File: src/hdl/tcwu_pkg.sv
// Shared widths, constants, register codes and control bundles for the
// congestion window update block. No dependencies.
package tcwu_pkg;

   localparam int WIN_W     = 19;
   localparam int STEP_W    = 10;
   localparam int FACTOR_W  = 8;
   localparam int PROB_W    = 17;
   localparam int DRAW_W    = 16;
   localparam int CSR_IDX_W = 3;
   localparam int FRAC_W    = 8;
   localparam int PROD_W    = FACTOR_W + WIN_W;
   localparam int QUO_W     = STEP_W + FRAC_W;
   localparam int SUM_W     = WIN_W + 1;
   localparam int DIV_STEPS = QUO_W;
   localparam int CNT_W     = $clog2(DIV_STEPS);

   localparam logic [WIN_W-1:0] WIN_ONE = 19'd256;
   localparam logic [WIN_W-1:0] WIN_MAX = 19'd262144;
   localparam logic [WIN_W-1:0] WIN_INF = '1;
   localparam logic [PROB_W:0]  PROB_ONE = 18'd65536;

   localparam logic [CSR_IDX_W-1:0] CSR_INIT_WINDOW     = 3'd0;
   localparam logic [CSR_IDX_W-1:0] CSR_SLOW_START_STEP = 3'd1;
   localparam logic [CSR_IDX_W-1:0] CSR_AVOID_GAIN      = 3'd2;
   localparam logic [CSR_IDX_W-1:0] CSR_LOSS_FACTOR     = 3'd3;
   localparam logic [CSR_IDX_W-1:0] CSR_SUCCESS_PROB    = 3'd4;

   localparam logic [STEP_W-1:0]   RST_SLOW_START_STEP = 10'd256;
   localparam logic [STEP_W-1:0]   RST_AVOID_GAIN      = 10'd256;
   localparam logic [FACTOR_W-1:0] RST_LOSS_FACTOR     = 8'd128;
   localparam logic [PROB_W-1:0]   RST_SUCCESS_PROB    = 17'd65536;

   typedef struct packed {
      logic capture;
      logic update;
      logic div_start;
      logic div_step;
      logic push;
   } cmd_type;

   typedef struct packed {
      logic lost;
      logic slow;
   } status_type;

   function automatic logic [WIN_W-1:0] clamp_window(input logic [WIN_W-1:0] w);
      logic [WIN_W-1:0] r;
      r = w;
      if (w == '0) begin
         r = {{(WIN_W-1){1'b0}}, 1'b1};
      end else if (w > WIN_MAX) begin
         r = WIN_MAX;
      end
      return r;
   endfunction

endpackage

File: src/hdl/tcwu_ctrl.sv
// Sequencer for the congestion window update: handshakes and datapath commands.
// Depends on tcwu_pkg.
module tcwu_ctrl (
   input  logic              clock,
   input  logic              reset,
   input  logic              req_valid,
   output logic              req_stall,
   output logic              rsp_valid,
   input  logic              rsp_stall,
   input  tcwu_pkg::status_type status,
   output tcwu_pkg::cmd_type cmd
);

   typedef enum logic [2:0] {
      S_IDLE,
      S_EVAL,
      S_DIV,
      S_FINISH,
      S_PUSH
   } state_type;

   state_type                    state_ff, state_in;
   logic [tcwu_pkg::CNT_W-1:0]   cnt_ff, cnt_in;
   logic                         rsp_valid_ff, rsp_valid_in;
   logic                         out_free;

   assign out_free  = !rsp_valid_ff || !rsp_stall;
   assign req_stall = (state_ff != S_IDLE);
   assign rsp_valid = rsp_valid_ff;

   always_comb begin
      state_in      = state_ff;
      cnt_in        = cnt_ff;
      rsp_valid_in  = rsp_valid_ff && rsp_stall;
      cmd           = '0;
      unique case (state_ff)
         S_IDLE: begin
            if (req_valid) begin
               cmd.capture = 1'b1;
               state_in    = S_EVAL;
            end
         end
         S_EVAL: begin
            if (status.lost || status.slow) begin
               cmd.update = 1'b1;
               state_in   = S_PUSH;
            end else begin
               cmd.div_start = 1'b1;
               cnt_in        = tcwu_pkg::CNT_W'(tcwu_pkg::DIV_STEPS - 1);
               state_in      = S_DIV;
            end
         end
         S_DIV: begin
            cmd.div_step = 1'b1;
            if (cnt_ff == '0) begin
               state_in = S_FINISH;
            end else begin
               cnt_in = cnt_ff - 1'b1;
            end
         end
         S_FINISH: begin
            cmd.update = 1'b1;
            state_in   = S_PUSH;
         end
         S_PUSH: begin
            if (out_free) begin
               cmd.push     = 1'b1;
               rsp_valid_in = 1'b1;
               state_in     = S_IDLE;
            end
         end
         default: begin
            state_in = S_IDLE;
         end
      endcase
   end

   always_ff @(posedge clock) begin
      if (reset) begin
         state_ff     <= S_IDLE;
         cnt_ff       <= '0;
         rsp_valid_ff <= 1'b0;
      end else begin
         state_ff     <= state_in;
         cnt_ff       <= cnt_in;
         rsp_valid_ff <= rsp_valid_in;
      end
   end

endmodule

File: src/hdl/tcwu_dpath.sv
// Datapath: configuration registers, window state, decrease multiplier,
// bit-serial avoidance divider and result register. Depends on tcwu_pkg.
module tcwu_dpath (
   input  logic                              clock,
   input  logic                              reset,
   input  logic                              csr_wr_en,
   input  logic [tcwu_pkg::CSR_IDX_W-1:0]    csr_index,
   input  logic [tcwu_pkg::WIN_W-1:0]        csr_wdata,
   input  logic [tcwu_pkg::DRAW_W-1:0]       req_random_draw,
   input  tcwu_pkg::cmd_type                 cmd,
   output tcwu_pkg::status_type              status,
   output logic [tcwu_pkg::WIN_W-1:0]        rsp_window,
   output logic                              rsp_in_slow_start,
   output logic                              rsp_loss_seen
);

   logic [tcwu_pkg::STEP_W-1:0]   step_ff, step_in;
   logic [tcwu_pkg::STEP_W-1:0]   gain_ff, gain_in;
   logic [tcwu_pkg::FACTOR_W-1:0] factor_ff, factor_in;
   logic [tcwu_pkg::PROB_W-1:0]   prob_ff, prob_in;

   logic [tcwu_pkg::WIN_W-1:0]    win_ff, win_in;
   logic [tcwu_pkg::WIN_W-1:0]    thr_ff, thr_in;
   logic                          slow_ff, slow_in;

   logic                          lost_ff;
   logic [tcwu_pkg::PROD_W-1:0]   prod_ff;
   logic [tcwu_pkg::WIN_W-1:0]    rem_ff;
   logic [tcwu_pkg::QUO_W-1:0]    quo_ff;
   logic [tcwu_pkg::WIN_W-1:0]    out_win_ff;
   logic                          out_slow_ff;
   logic                          out_lost_ff;

   logic [tcwu_pkg::PROB_W:0]     ack_sum;
   logic [tcwu_pkg::WIN_W-1:0]    loss_raw;
   logic [tcwu_pkg::WIN_W-1:0]    loss_win;
   logic [tcwu_pkg::SUM_W-1:0]    slow_sum;
   logic [tcwu_pkg::WIN_W-1:0]    slow_win;
   logic [tcwu_pkg::SUM_W-1:0]    avoid_sum;
   logic [tcwu_pkg::WIN_W-1:0]    avoid_win;
   logic [tcwu_pkg::SUM_W-1:0]    trial;
   logic [tcwu_pkg::SUM_W-1:0]    diff;
   logic                          fits;

   assign ack_sum  = {2'b00, req_random_draw} + {1'b0, prob_ff};
   assign loss_raw = prod_ff[tcwu_pkg::PROD_W-1:tcwu_pkg::FRAC_W];
   assign loss_win = (loss_raw < tcwu_pkg::WIN_ONE) ? tcwu_pkg::WIN_ONE : loss_raw;

   assign slow_sum = {1'b0, win_ff} + tcwu_pkg::SUM_W'(step_ff);
   assign slow_win = (slow_sum > {1'b0, tcwu_pkg::WIN_MAX}) ? tcwu_pkg::WIN_MAX
                                                           : slow_sum[tcwu_pkg::WIN_W-1:0];
   assign avoid_sum = {1'b0, win_ff} + tcwu_pkg::SUM_W'(quo_ff);
   assign avoid_win = (avoid_sum > {1'b0, tcwu_pkg::WIN_MAX}) ? tcwu_pkg::WIN_MAX
                                                             : avoid_sum[tcwu_pkg::WIN_W-1:0];

   assign trial = {rem_ff, quo_ff[tcwu_pkg::QUO_W-1]};
   assign diff  = trial - {1'b0, win_ff};
   assign fits  = (trial >= {1'b0, win_ff});

   assign status.lost = lost_ff;
   assign status.slow = slow_ff;

   assign rsp_window        = out_win_ff;
   assign rsp_in_slow_start = out_slow_ff;
   assign rsp_loss_seen     = out_lost_ff;

   always_comb begin
      step_in        = step_ff;
      gain_in        = gain_ff;
      factor_in      = factor_ff;
      prob_in        = prob_ff;
      win_in         = win_ff;
      thr_in         = thr_ff;
      slow_in        = slow_ff;
      if (csr_wr_en) begin
         unique case (csr_index)
            tcwu_pkg::CSR_INIT_WINDOW: begin
               win_in         = tcwu_pkg::clamp_window(csr_wdata);
               thr_in         = tcwu_pkg::WIN_INF;
               slow_in        = 1'b1;
            end
            tcwu_pkg::CSR_SLOW_START_STEP: step_in   = csr_wdata[tcwu_pkg::STEP_W-1:0];
            tcwu_pkg::CSR_AVOID_GAIN:      gain_in   = csr_wdata[tcwu_pkg::STEP_W-1:0];
            tcwu_pkg::CSR_LOSS_FACTOR:     factor_in = csr_wdata[tcwu_pkg::FACTOR_W-1:0];
            tcwu_pkg::CSR_SUCCESS_PROB:    prob_in   = csr_wdata[tcwu_pkg::PROB_W-1:0];
            default: begin
            end
         endcase
      end else if (cmd.update) begin
         if (lost_ff) begin
            thr_in  = {1'b0, win_ff[tcwu_pkg::WIN_W-1:1]};
            win_in  = loss_win;
            slow_in = 1'b1;
         end else if (slow_ff) begin
            win_in = slow_win;
            if (thr_ff <= slow_win) begin
               slow_in = 1'b0;
            end
         end else begin
            win_in = avoid_win;
         end
      end
   end

   always_ff @(posedge clock) begin
      if (reset) begin
         step_ff        <= tcwu_pkg::RST_SLOW_START_STEP;
         gain_ff        <= tcwu_pkg::RST_AVOID_GAIN;
         factor_ff      <= tcwu_pkg::RST_LOSS_FACTOR;
         prob_ff        <= tcwu_pkg::RST_SUCCESS_PROB;
         win_ff         <= tcwu_pkg::clamp_window(tcwu_pkg::WIN_ONE);
         thr_ff         <= tcwu_pkg::WIN_INF;
         slow_ff        <= 1'b1;
      end else begin
         step_ff        <= step_in;
         gain_ff        <= gain_in;
         factor_ff      <= factor_in;
         prob_ff        <= prob_in;
         win_ff         <= win_in;
         thr_ff         <= thr_in;
         slow_ff        <= slow_in;
      end
   end

   // decrease product and loss decision, taken with the beat
   always_ff @(posedge clock) begin
      if (cmd.capture) begin
         lost_ff <= (ack_sum < tcwu_pkg::PROB_ONE);
         prod_ff <= tcwu_pkg::PROD_W'(factor_ff) * tcwu_pkg::PROD_W'(win_ff);
      end
   end

   // restoring divider: (gain << 8) / window, one quotient bit per cycle
   always_ff @(posedge clock) begin
      if (cmd.div_start) begin
         rem_ff <= '0;
         quo_ff <= {gain_ff, {tcwu_pkg::FRAC_W{1'b0}}};
      end else if (cmd.div_step) begin
         rem_ff <= fits ? diff[tcwu_pkg::WIN_W-1:0] : trial[tcwu_pkg::WIN_W-1:0];
         quo_ff <= {quo_ff[tcwu_pkg::QUO_W-2:0], fits};
      end
   end

   always_ff @(posedge clock) begin
      if (cmd.push) begin
         out_win_ff  <= win_ff;
         out_slow_ff <= slow_ff;
         out_lost_ff <= lost_ff;
      end
   end

endmodule

File: src/hdl/tcp_congestion_window_update.sv
// On a loss or in slow start a beat goes from evaluation to the window update and then
// to the result register; in congestion avoidance an 18-step restoring divider first
// computes gain / window one quotient bit per cycle. A new beat is taken once the
// previous one has moved into the result register, which can wait on rsp_stall.
// Synchronous reset restores register defaults, window 1.0 segment, infinite threshold,
// slow start, and an empty result register.
module tcp_congestion_window_update (
   input  logic                            clock,
   input  logic                            reset,
   input  logic                            csr_wr_en,
   input  logic [tcwu_pkg::CSR_IDX_W-1:0]  csr_index,
   input  logic [tcwu_pkg::WIN_W-1:0]      csr_wdata,
   input  logic                            req_valid,
   output logic                            req_stall,
   input  logic [tcwu_pkg::DRAW_W-1:0]     req_random_draw,
   output logic                            rsp_valid,
   input  logic                            rsp_stall,
   output logic [tcwu_pkg::WIN_W-1:0]      rsp_window,
   output logic                            rsp_in_slow_start,
   output logic                            rsp_loss_seen
);

   tcwu_pkg::cmd_type    cmd;
   tcwu_pkg::status_type status;

   tcwu_ctrl u_ctrl (
      .clock     (clock),
      .reset     (reset),
      .req_valid (req_valid),
      .req_stall (req_stall),
      .rsp_valid (rsp_valid),
      .rsp_stall (rsp_stall),
      .status    (status),
      .cmd       (cmd)
   );

   tcwu_dpath u_dpath (
      .clock             (clock),
      .reset             (reset),
      .csr_wr_en         (csr_wr_en),
      .csr_index         (csr_index),
      .csr_wdata         (csr_wdata),
      .req_random_draw   (req_random_draw),
      .cmd               (cmd),
      .status            (status),
      .rsp_window        (rsp_window),
      .rsp_in_slow_start (rsp_in_slow_start),
      .rsp_loss_seen     (rsp_loss_seen)
   );

   a_busy_after_beat: assert property (@(posedge clock) disable iff (reset)
      req_valid && !req_stall |=> req_stall)
      else $error("input not stalled after an accepted beat");

   a_window_range: assert property (@(posedge clock) disable iff (reset)
      rsp_valid |-> (rsp_window != '0) && (rsp_window <= tcwu_pkg::WIN_MAX))
      else $error("result window out of range");

   a_loss_restarts: assert property (@(posedge clock) disable iff (reset)
      rsp_valid && rsp_loss_seen |-> rsp_in_slow_start && (rsp_window >= tcwu_pkg::WIN_ONE))
      else $error("loss result without slow start or below one segment");

endmodule
File: config.mk
export PLATFORM = sky130hd
export DESIGN_NAME = tcp_congestion_window_update
export DESIGN_NICKNAME = d
export VERILOG_FILES = /design/src/hdl/tcwu_pkg.sv /design/src/hdl/tcwu_ctrl.sv /design/src/hdl/tcwu_dpath.sv /design/src/hdl/tcp_congestion_window_update.sv
export SDC_FILE = /design/constraint.sdc
export NUM_CORES = 1
export LEC_CHECK = 0
export BUFFER_PORTS_ARGS = -buffer_cell sky130_fd_sc_hd__buf_2
export CAP_MARGIN = 30
export CORE_ASPECT_RATIO = 1.4
export CORE_MARGIN = 2
export CORE_UTILIZATION = 50
export CTS_CLUSTER_DIAMETER = 40
export DETAILED_ROUTE_END_ITERATION = 7
export HOLD_SLACK_MARGIN = 0.1
export PLACE_DENSITY = 0.73
export SKIP_CTS_REPAIR_TIMING = 1
export SLEW_MARGIN = 20
export SYNTH_ARGS = -nofsm -noshare
export SYNTH_HDL_FRONTEND = slang
export SYNTH_SLANG_ARGS = --single-unit
File: constraint.sdc
create_clock -name clock -period 6.46 [get_ports clock]
set_input_delay 1.292 -clock clock [delete_from_list [all_inputs] [get_ports clock]]
set_output_delay 1.292 -clock clock [all_outputs]
set_load 0.05 [all_outputs]
==> impl_metrics.sql, run 1 <==
INSERT INTO impl_metrics (metric_group, metric, value, unit) VALUES
('outcome', 'status', 'finished, final reports clean', ''),
('synthesis', 'distinct_cell_type_count_after_synthesis', '79', ''),
('clocking', 'clock_tree.htree_level_count', '4', ''),
('clocking', 'cts_tree', 'yes', ''),
('pwr', 'switching_share', '33.0', '%'),
('floorplanning', 'die_width', '148', 'um'),
('final_layout', 'drive_gt1_share', '9.44', '%'),
('setup_path', 'setup.worst_path.end_class', 'register', ''),
('drt', 'vias', '12400', ''),
('pwr', 'p_sw', '1000', 'uW'),
('clocking', 'cts.sinks', '171', ''),
('timing', 'worst_slew_pin_slew', '992', 'ps'),
('final_layout', 'finalNetCount', '1966', ''),
('synthesis', 'ys_seq_elements', '171', ''),
('drt', 'drc', '0', ''),
('synthesis', 'ys_warn_count', '0', ''),
('drt', 'drt.antenna.violating_nets', '0', ''),
('synthesis', 'postSynthAreaPerCell', '8.71', 'um2'),
('timing', 'report.final.slew_viol_count', '0', ''),
('drt', 'route.met2.wl', '21400', 'um'),
('floorplanning', 'fp.dieArea', '30300', 'um2'),
('floorplanning', 'floorplan.initialDensity', '50.9', '%'),
('timing', 'setup_viol_count_final', '0', ''),
('setup_path', 'worstPathArrival', '6080', 'ps'),
('timing', 'worst_clock_skew', '9.40', 'ps'),
('drt', 'route.detailed.vias_per_inst', '5.98', ''),
('global_route', 'grt.overflow.total', '0', ''),
('setup_path', 'worst_setup_path_type', 'reg2reg', ''),
('setup_path', 'setup.worst_path.start_class', 'register', ''),
('final_layout', 'layout.cells.most_common', 'sky130_fd_sc_hd__nand2_1', ''),
('drt', 'wirelength', '41300', 'um'),
('final_layout', 'final_core_util', '55.6', '%'),
('placed_design', 'dp_slack', '592', 'ps'),
('clocking', 'ctsLongestPathBuffers', '2', ''),
('synthesis', 'synth_ff_type', 'sky130_fd_sc_hd__dfxtp_1', ''),
('timing', 'setup_tns', '0', 'ps'),
('pwr', 'power.ir.vdd_worst', '0.000176', 'V'),
('hold_path', 'hold_class', 'reg2reg', ''),
('setup_path', 'path_cells', 'and2_1, fa_1, fa_1, inv_1, fa_1, fa_1, inv_1, ha_1, a2111oi_0, o21ai_0, a21boi_0, o311a_1, o21ai_0, o21a_1, a21o_1, a21oi_1, xnor2_1', ''),
('timing', 'rsz0062_at_grt', 'no', ''),
('clocking', 'insertion_delay', '440', 'ps'),
('timing', 'timing.final.ws_setup', '575', 'ps'),
('clocking', 'cts.reportedPaths.clkPinSlew', '70', 'ps'),
('placed_design', 'dpl.hpwl', '31700', 'um'),
('pwr', 'areal_power_density_over_the_cells', '193', 'nW/um2'),
('floorplanning', 'num_rows', '73', ''),
('drt', 'firstDrtPassIters', '7', ''),
('final_layout', 'post_layout_nonfiller_instances', '2081', ''),
('pwr', 'share_clk_of_total_power', '34.5', '%'),
('synthesis', 'synth.cell_area', '14500', 'um2'),
('synthesis', 'synth-async-reset-ratio', '0', '%'),
('global_route', 'grt_first_pass_wirelength', '66000', 'um'),
('drt', 'wire_per_inst', '19.9', 'um'),
('timing', 'final_period_util', '91.1', '%'),
('final_layout', 'layout.cells.most_common_list', 'sky130_fd_sc_hd__nand2_1, sky130_fd_sc_hd__inv_1, sky130_fd_sc_hd__ha_1', ''),
('drt', 'highest_layer', 'met4', ''),
('setup_path', 'cpPeakStageDelay', '560', 'ps'),
('setup_path', 'critical_path_maximum_fanout', '20', ''),
('pwr', 'seq_power_share', '40.0', '%'),
('timing', 'max-slew-margin-rel', '33.8', '%'),
('timing', 'maxClockFrequency', '170', 'MHz'),
('synthesis', 'synthesis.instances', '1660', ''),
('timing', 'final.min_clock_period', '5890', 'ps'),
('pwr', 'comb_pwr_share', '25.5', '%'),
('pwr', 'p_int', '2040', 'uW'),
('placed_design', 'placer_congestion', '0.942', ''),
('final_layout', 'area_growth_syn_to_layout', '9.13', '%'),
('drt', 'met3RoutedLength', '2410', 'um'),
('drt', 'drt-initial-drc-count', '910', ''),
('setup_path', 'crit_slowest_cell', 'sky130_fd_sc_hd__fa_1', ''),
('clocking', 'ctsRootBufferMaster', 'sky130_fd_sc_hd__clkbuf_16', '');
## state kept, by name (all words and copies together) (netlist names), 3 cells and up
register            count
u_dpath.prod_ff        19
u_dpath.win_ff         19
u_ctrl.cnt_ff           5
u_ctrl.state_ff         3
u_dpath.quo_ff         18
u_dpath.step_ff        10
u_dpath.factor_ff       8
u_dpath.thr_ff         19
u_dpath.rsp_window     19
u_dpath.gain_ff        10
u_dpath.prob_ff        17
u_dpath.rem_ff         19
## cell type report
type                            count  area (um2)  share of cell area (%)
Timing Repair Buffer              101         603                    3.82
Clock inverter                     11         120                   0.761
Antenna cell                        1        2.50                  0.0159
Tap cell                          375         469                    2.97
Clock buffer                       21         472                    2.99
Inverter                          139         522                    3.31
Sequential cell                   171        3930                    24.9
Multi-Input combinational cell   1262        9660                    61.2
## critical path, delay by kind of cell, from the launching register on
family                   cells  cell delay [ps]
AO/OA/AOI/OAI                8             2360
XOR/XNOR                     1               80
adder cells (fa/ha/maj)      5             2270
buffers and inverters        2               90
flip-flops                   1              530
AND/OR/NAND/NOR              1              290
## cells in the mapped netlist, types with 4 or more instances
cell type | instances | area (um2)
sky130_fd_sc_hd__dfxtp_1 | 120 | 2400
sky130_fd_sc_hd__nor3_1 | 49 | 245
sky130_fd_sc_hd__o211ai_1 | 14 | 105
sky130_fd_sc_hd__buf_1 | 7 | 26.3
sky130_fd_sc_hd__o21bai_1 | 11 | 82.6
sky130_fd_sc_hd__a21oi_1 | 98 | 490
sky130_fd_sc_hd__nor2b_1 | 15 | 93.8
sky130_fd_sc_hd__nor2_1 | 75 | 282
sky130_fd_sc_hd__o21ai_0 | 80 | 400
sky130_fd_sc_hd__or4_1 | 4 | 30.0
sky130_fd_sc_hd__ha_1 | 127 | 1590
sky130_fd_sc_hd__nor4_1 | 10 | 62.6
sky130_fd_sc_hd__nand4_1 | 11 | 68.8
sky130_fd_sc_hd__nand2_1 | 244 | 916
sky130_fd_sc_hd__or3_1 | 8 | 50.1
sky130_fd_sc_hd__a211oi_1 | 15 | 113
sky130_fd_sc_hd__a31oi_1 | 23 | 144
sky130_fd_sc_hd__o31ai_1 | 4 | 30.0
sky130_fd_sc_hd__buf_2 | 6 | 30.0
sky130_fd_sc_hd__and2_1 | 82 | 513
sky130_fd_sc_hd__a221oi_1 | 19 | 166
sky130_fd_sc_hd__a2111oi_0 | 5 | 43.8
sky130_fd_sc_hd__mux2i_1 | 19 | 190
sky130_fd_sc_hd__o21a_1 | 28 | 210
sky130_fd_sc_hd__nand3_1 | 29 | 145
sky130_fd_sc_hd__xor2_1 | 21 | 184
sky130_fd_sc_hd__a21o_1 | 31 | 233
sky130_fd_sc_hd__a31o_2 | 6 | 52.6
sky130_fd_sc_hd__fa_1 | 104 | 2080
sky130_fd_sc_hd__or2_2 | 6 | 37.5
sky130_fd_sc_hd__edfxtp_1 | 51 | 1530
sky130_fd_sc_hd__xnor2_1 | 42 | 368
sky130_fd_sc_hd__and3_1 | 9 | 56.3
sky130_fd_sc_hd__a22o_1 | 14 | 123
sky130_fd_sc_hd__inv_1 | 139 | 522
sky130_fd_sc_hd__clkbuf_1 | 72 | 270
## through the flow
stage,total power [uW],instance area [um2],hold slack (ps)
floorplan,1770,14500,406
global placement,1980,15200,446
detailed placement,2000,15200,453
CTS,3040,15800,463
global route,3180,15800,480
finish,3040,15800,463
## worst paths after layout
kind / startpoint / to / slack [ps] / cells past startpoint
worst max-delay path: u_dpath.factor_ff[2] / u_dpath.prod_ff[23] / 570 / 17
worst min-delay path: u_dpath.prob_ff[5] / u_dpath.prob_ff[5] / 460 / 2
worst max register to register: u_dpath.factor_ff[2] / u_dpath.prod_ff[23] / 570 / 17
worst min register to register: u_dpath.prob_ff[5] / u_dpath.prob_ff[5] / 460 / 2
## power groups by stage
stage / Combinational [uW] / Clock, uW / Sequential (uW)
finish: 777 / 1050 / 1220
global route: 856 / 1100 / 1220
CTS: 770 / 1060 / 1210
detailed placement: 763 / 0 / 1240
global placement: 747 / 0 / 1240
floorplan: 548 / 0 / 1220
## cells by family after synthesis
| group | synth area share, % |
|---|---|
| buffers and inverters | 6.12 |
| AOI/OAI and AO/OA | 17.6 |
| DFF | 27.2 |
| and+or+nand+nor | 18.4 |
| xor gates and xnor gates | 3.81 |
| muxes | 1.39 |
| adders and majority gates | 25.4 |
## layer usage
| metal | vias up | GRT usage, % |
|---|---|---|
| met1 | 6054 | 31.0 |
| met5 | - | 0 |
| li1 | 5798 | - |
| met2 | 431 | 50.2 |
| met3 | 156 | 4.12 |
| met4 | 0 | 17.5 |
(Power assumes the default switching activity.)
==> run 2, diff against run 1 <==
Settings changed: GPL_TIMING_DRIVEN set to 0.
==> impl_metrics.sql, run 2 (synthesis results as in run 1) <==
INSERT INTO impl_metrics (metric_group, metric, value, unit) VALUES
('outcome', 'status', 'finished, final reports clean', ''),
('placed_design', 'post-place-cells', '2103', ''),
('global_route', 'grt.overflow.total', '0', ''),
('clocking', 'cts_tree', 'yes', ''),
('pwr', 'p_int', '2050', 'uW'),
('setup_path', 'worst_setup_path_type', 'reg2reg', ''),
('setup_path', 'critical_path_maximum_fanout', '10', ''),
('drt', 'firstDrtPassIters', '5', ''),
('clocking', 'clock_tree.htree_level_count', '4', ''),
('global_route', 'pin_count_of_the_biggest_net_entering_global_routing', '20', ''),
('drt', 'wirelength', '43500', 'um'),
('timing', 'rsz0062_at_grt', 'no', ''),
('drt', 'route.detailed.vias_per_inst', '5.98', ''),
('global_route', 'grt_first_pass_wirelength', '68400', 'um'),
('timing', 'final.min_clock_period', '6160', 'ps'),
('global_route', 'groute.usage.overall', '29.5', '%'),
('pwr', 'leakagePower', '0.00695', 'uW'),
('floorplanning', 'die_width', '148', 'um'),
('timing', 'final_period_util', '95.3', '%'),
('floorplanning', 'die_height', '205', 'um'),
('pwr', 'switching_share', '33.5', '%'),
('drt', 'drt-initial-drc-count', '953', ''),
('drt', 'drt.antenna.violating_nets', '0', ''),
('final_layout', 'drive_gt1_share', '8.07', '%'),
('placed_design', 'placer_congestion', '0.937', ''),
('clocking', 'ctsRootBufferMaster', 'sky130_fd_sc_hd__clkbuf_16', ''),
('hold_path', 'hold_class', 'reg2reg', ''),
('setup_path', 'worstPathRequired', '6670', 'ps'),
('timing', 'report.final.slew_viol_count', '0', ''),
('pwr', 'comb_pwr_share', '25.6', '%'),
('timing', 'worst_clock_skew', '8.49', 'ps'),
('timing', 'setup_tns', '0', 'ps'),
('final_layout', 'layout.cells.most_common_list', 'sky130_fd_sc_hd__nand2_1, sky130_fd_sc_hd__inv_1, sky130_fd_sc_hd__ha_1', ''),
('global_route', 'grt_pass1_vias', '13100', ''),
('floorplanning', 'ios', '66', ''),
('pwr', 'power.ir.vdd_worst', '0.000185', 'V'),
('final_layout', 'area_growth_syn_to_layout', '10.2', '%'),
('pwr', 'share_clk_of_total_power', '35.2', '%'),
('job', 'max-cap-violations', '0', ''),
('drt', 'wire_per_inst', '20.4', 'um'),
('timing', 'holdWs', '460', 'ps'),
('floorplanning', 'floorplan.initialDensity', '50.9', '%'),
('pwr', 'seq_power_share', '39.2', '%'),
('setup_path', 'setup.reg_to_reg.worst_slack', '300', 'ps'),
('pwr', 'areal_power_density_over_the_cells', '194', 'nW/um2'),
('setup_path', 'setup.worst_path.start_class', 'register', ''),
('clocking', 'insertion_delay', '460', 'ps'),
('timing', 'maxClockFrequency', '162', 'MHz'),
('floorplanning', 'fp.dieArea', '30300', 'um2'),
('timing', 'max-slew-margin-rel', '41.7', '%'),
('timing', 'worst_slew_pin_slew', '869', 'ps'),
('drt', 'drc', '0', ''),
('clocking', 'cts.sinks', '171', ''),
('pwr', 'p_sw', '1030', 'uW'),
('final_layout', 'post_layout_nonfiller_instances', '2135', ''),
('floorplanning', 'floorplan.core_area', '28400', 'um2'),
('timing', 'setup_viol_count_final', '0', ''),
('final_layout', 'finalNetCount', '2021', ''),
('drt', 'vias', '12800', ''),
('pwr', 'report.power.total', '3090', 'uW'),
('final_layout', 'layout.cells.most_common', 'sky130_fd_sc_hd__nand2_1', ''),
('setup_path', 'worstPathArrival', '6360', 'ps'),
('timing', 'hold_viol_final', '0', ''),
('clocking', 'cts-buffers-inserted', '17', ''),
('placed_design', 'placement.io_buffers', '65', ''),
('placed_design', 'dpl.hpwl', '33800', 'um'),
('floorplanning', 'num_rows', '73', ''),
('setup_path', 'setup.worst_path.end_class', 'register', ''),
('global_route', 'antenna_found_initial', '0', ''),
('clocking', 'cts.reportedPaths.clkPinSlew', '70', 'ps'),
('clocking', 'ctsLongestPathBuffers', '2', ''),
('final_layout', 'insertedDiodeCount', '0', '');
run 2: cell count changes in the layout (fill, tap and decap cells not counted), moves of 2 or more:
cell | before | now
sky130_fd_sc_hd__buf_6 | 0 | 2
sky130_fd_sc_hd__buf_2 | 65 | 72
sky130_fd_sc_hd__buf_4 | 35 | 0
sky130_fd_sc_hd__inv_8 | 2 | 4
sky130_fd_sc_hd__buf_1 | 0 | 7
sky130_fd_sc_hd__clkinvlp_4 | 2 | 0
sky130_fd_sc_hd__clkbuf_2 | 0 | 5
sky130_fd_sc_hd__clkbuf_1 | 2 | 68
run 2: path summary, 6_finish.rpt:
check                     startpoint                   to  depth (start not counted)
setup reg to reg   u_dpath.win_ff[5]  u_dpath.prod_ff[23]                         17
hold reg to reg   u_dpath.gain_ff[9]   u_dpath.gain_ff[9]                          2
setup / recovery   u_dpath.win_ff[5]  u_dpath.prod_ff[23]                         17
hold / removal    u_dpath.gain_ff[9]   u_dpath.gain_ff[9]                          2
run 2: layout make-up:
class,count,area (um2)
timing repair buffer,68,369
sequential,171,3930
inverter,139,522
clock inverter,13,139
buffer,88,368
fill,2560,12500
clock buffer,19,475
multi-input combinational,1262,9670
tap,375,469
run 2: routing by layer:
layer | part of all wire [%] | track usage [%] | routed length (um)
met3 | 5.7 | 4.72 | 2490
met4 | 8.7 | 22.9 | 3770
met2 | 50 | 51.7 | 21700
met5 | 0 | 0 | 0
met1 | 36 | 31.7 | 15500
run 2: per-stage QoR:
stage	setup WS (ps)	util, %	cell area [um2]
finish	302	56.1	15900
global route	20.1	56.1	15900
CTS	121	56.1	15900
detailed placement	152	53.9	15300
global placement	303	53.7	15300
floorplan	1270	-	14500
run 2: power by group through the flow:
| stage | clock network, uW | logic [uW] | registers (uW) |
|---|---|---|---|
| after global routing | 1140 | 867 | 1210 |
| after CTS | 1090 | 779 | 1210 |
| after floorplan | 0 | 548 | 1220 |
| after global placement | 0 | 750 | 1230 |
| final | 1090 | 789 | 1210 |
| after detailed placement | 0 | 769 | 1230 |
run 2: critical path, cell delays in order (launching register included):
cell and delay [ps]:
sky130_fd_sc_hd__dfxtp_1 560, sky130_fd_sc_hd__clkbuf_1 540, sky130_fd_sc_hd__nand2_1 140, sky130_fd_sc_hd__fa_1 490, sky130_fd_sc_hd__fa_1 500, sky130_fd_sc_hd__inv_1 60, sky130_fd_sc_hd__fa_1 500, sky130_fd_sc_hd__fa_1 490
sky130_fd_sc_hd__ha_1 210, sky130_fd_sc_hd__a2111oi_0 440, sky130_fd_sc_hd__o21ai_0 230, sky130_fd_sc_hd__a21boi_1 370, sky130_fd_sc_hd__o311a_1 340, sky130_fd_sc_hd__o21ai_0 270, sky130_fd_sc_hd__o21a_1 280, sky130_fd_sc_hd__a21o_1 200
sky130_fd_sc_hd__a21oi_1 190, sky130_fd_sc_hd__xnor2_1 100
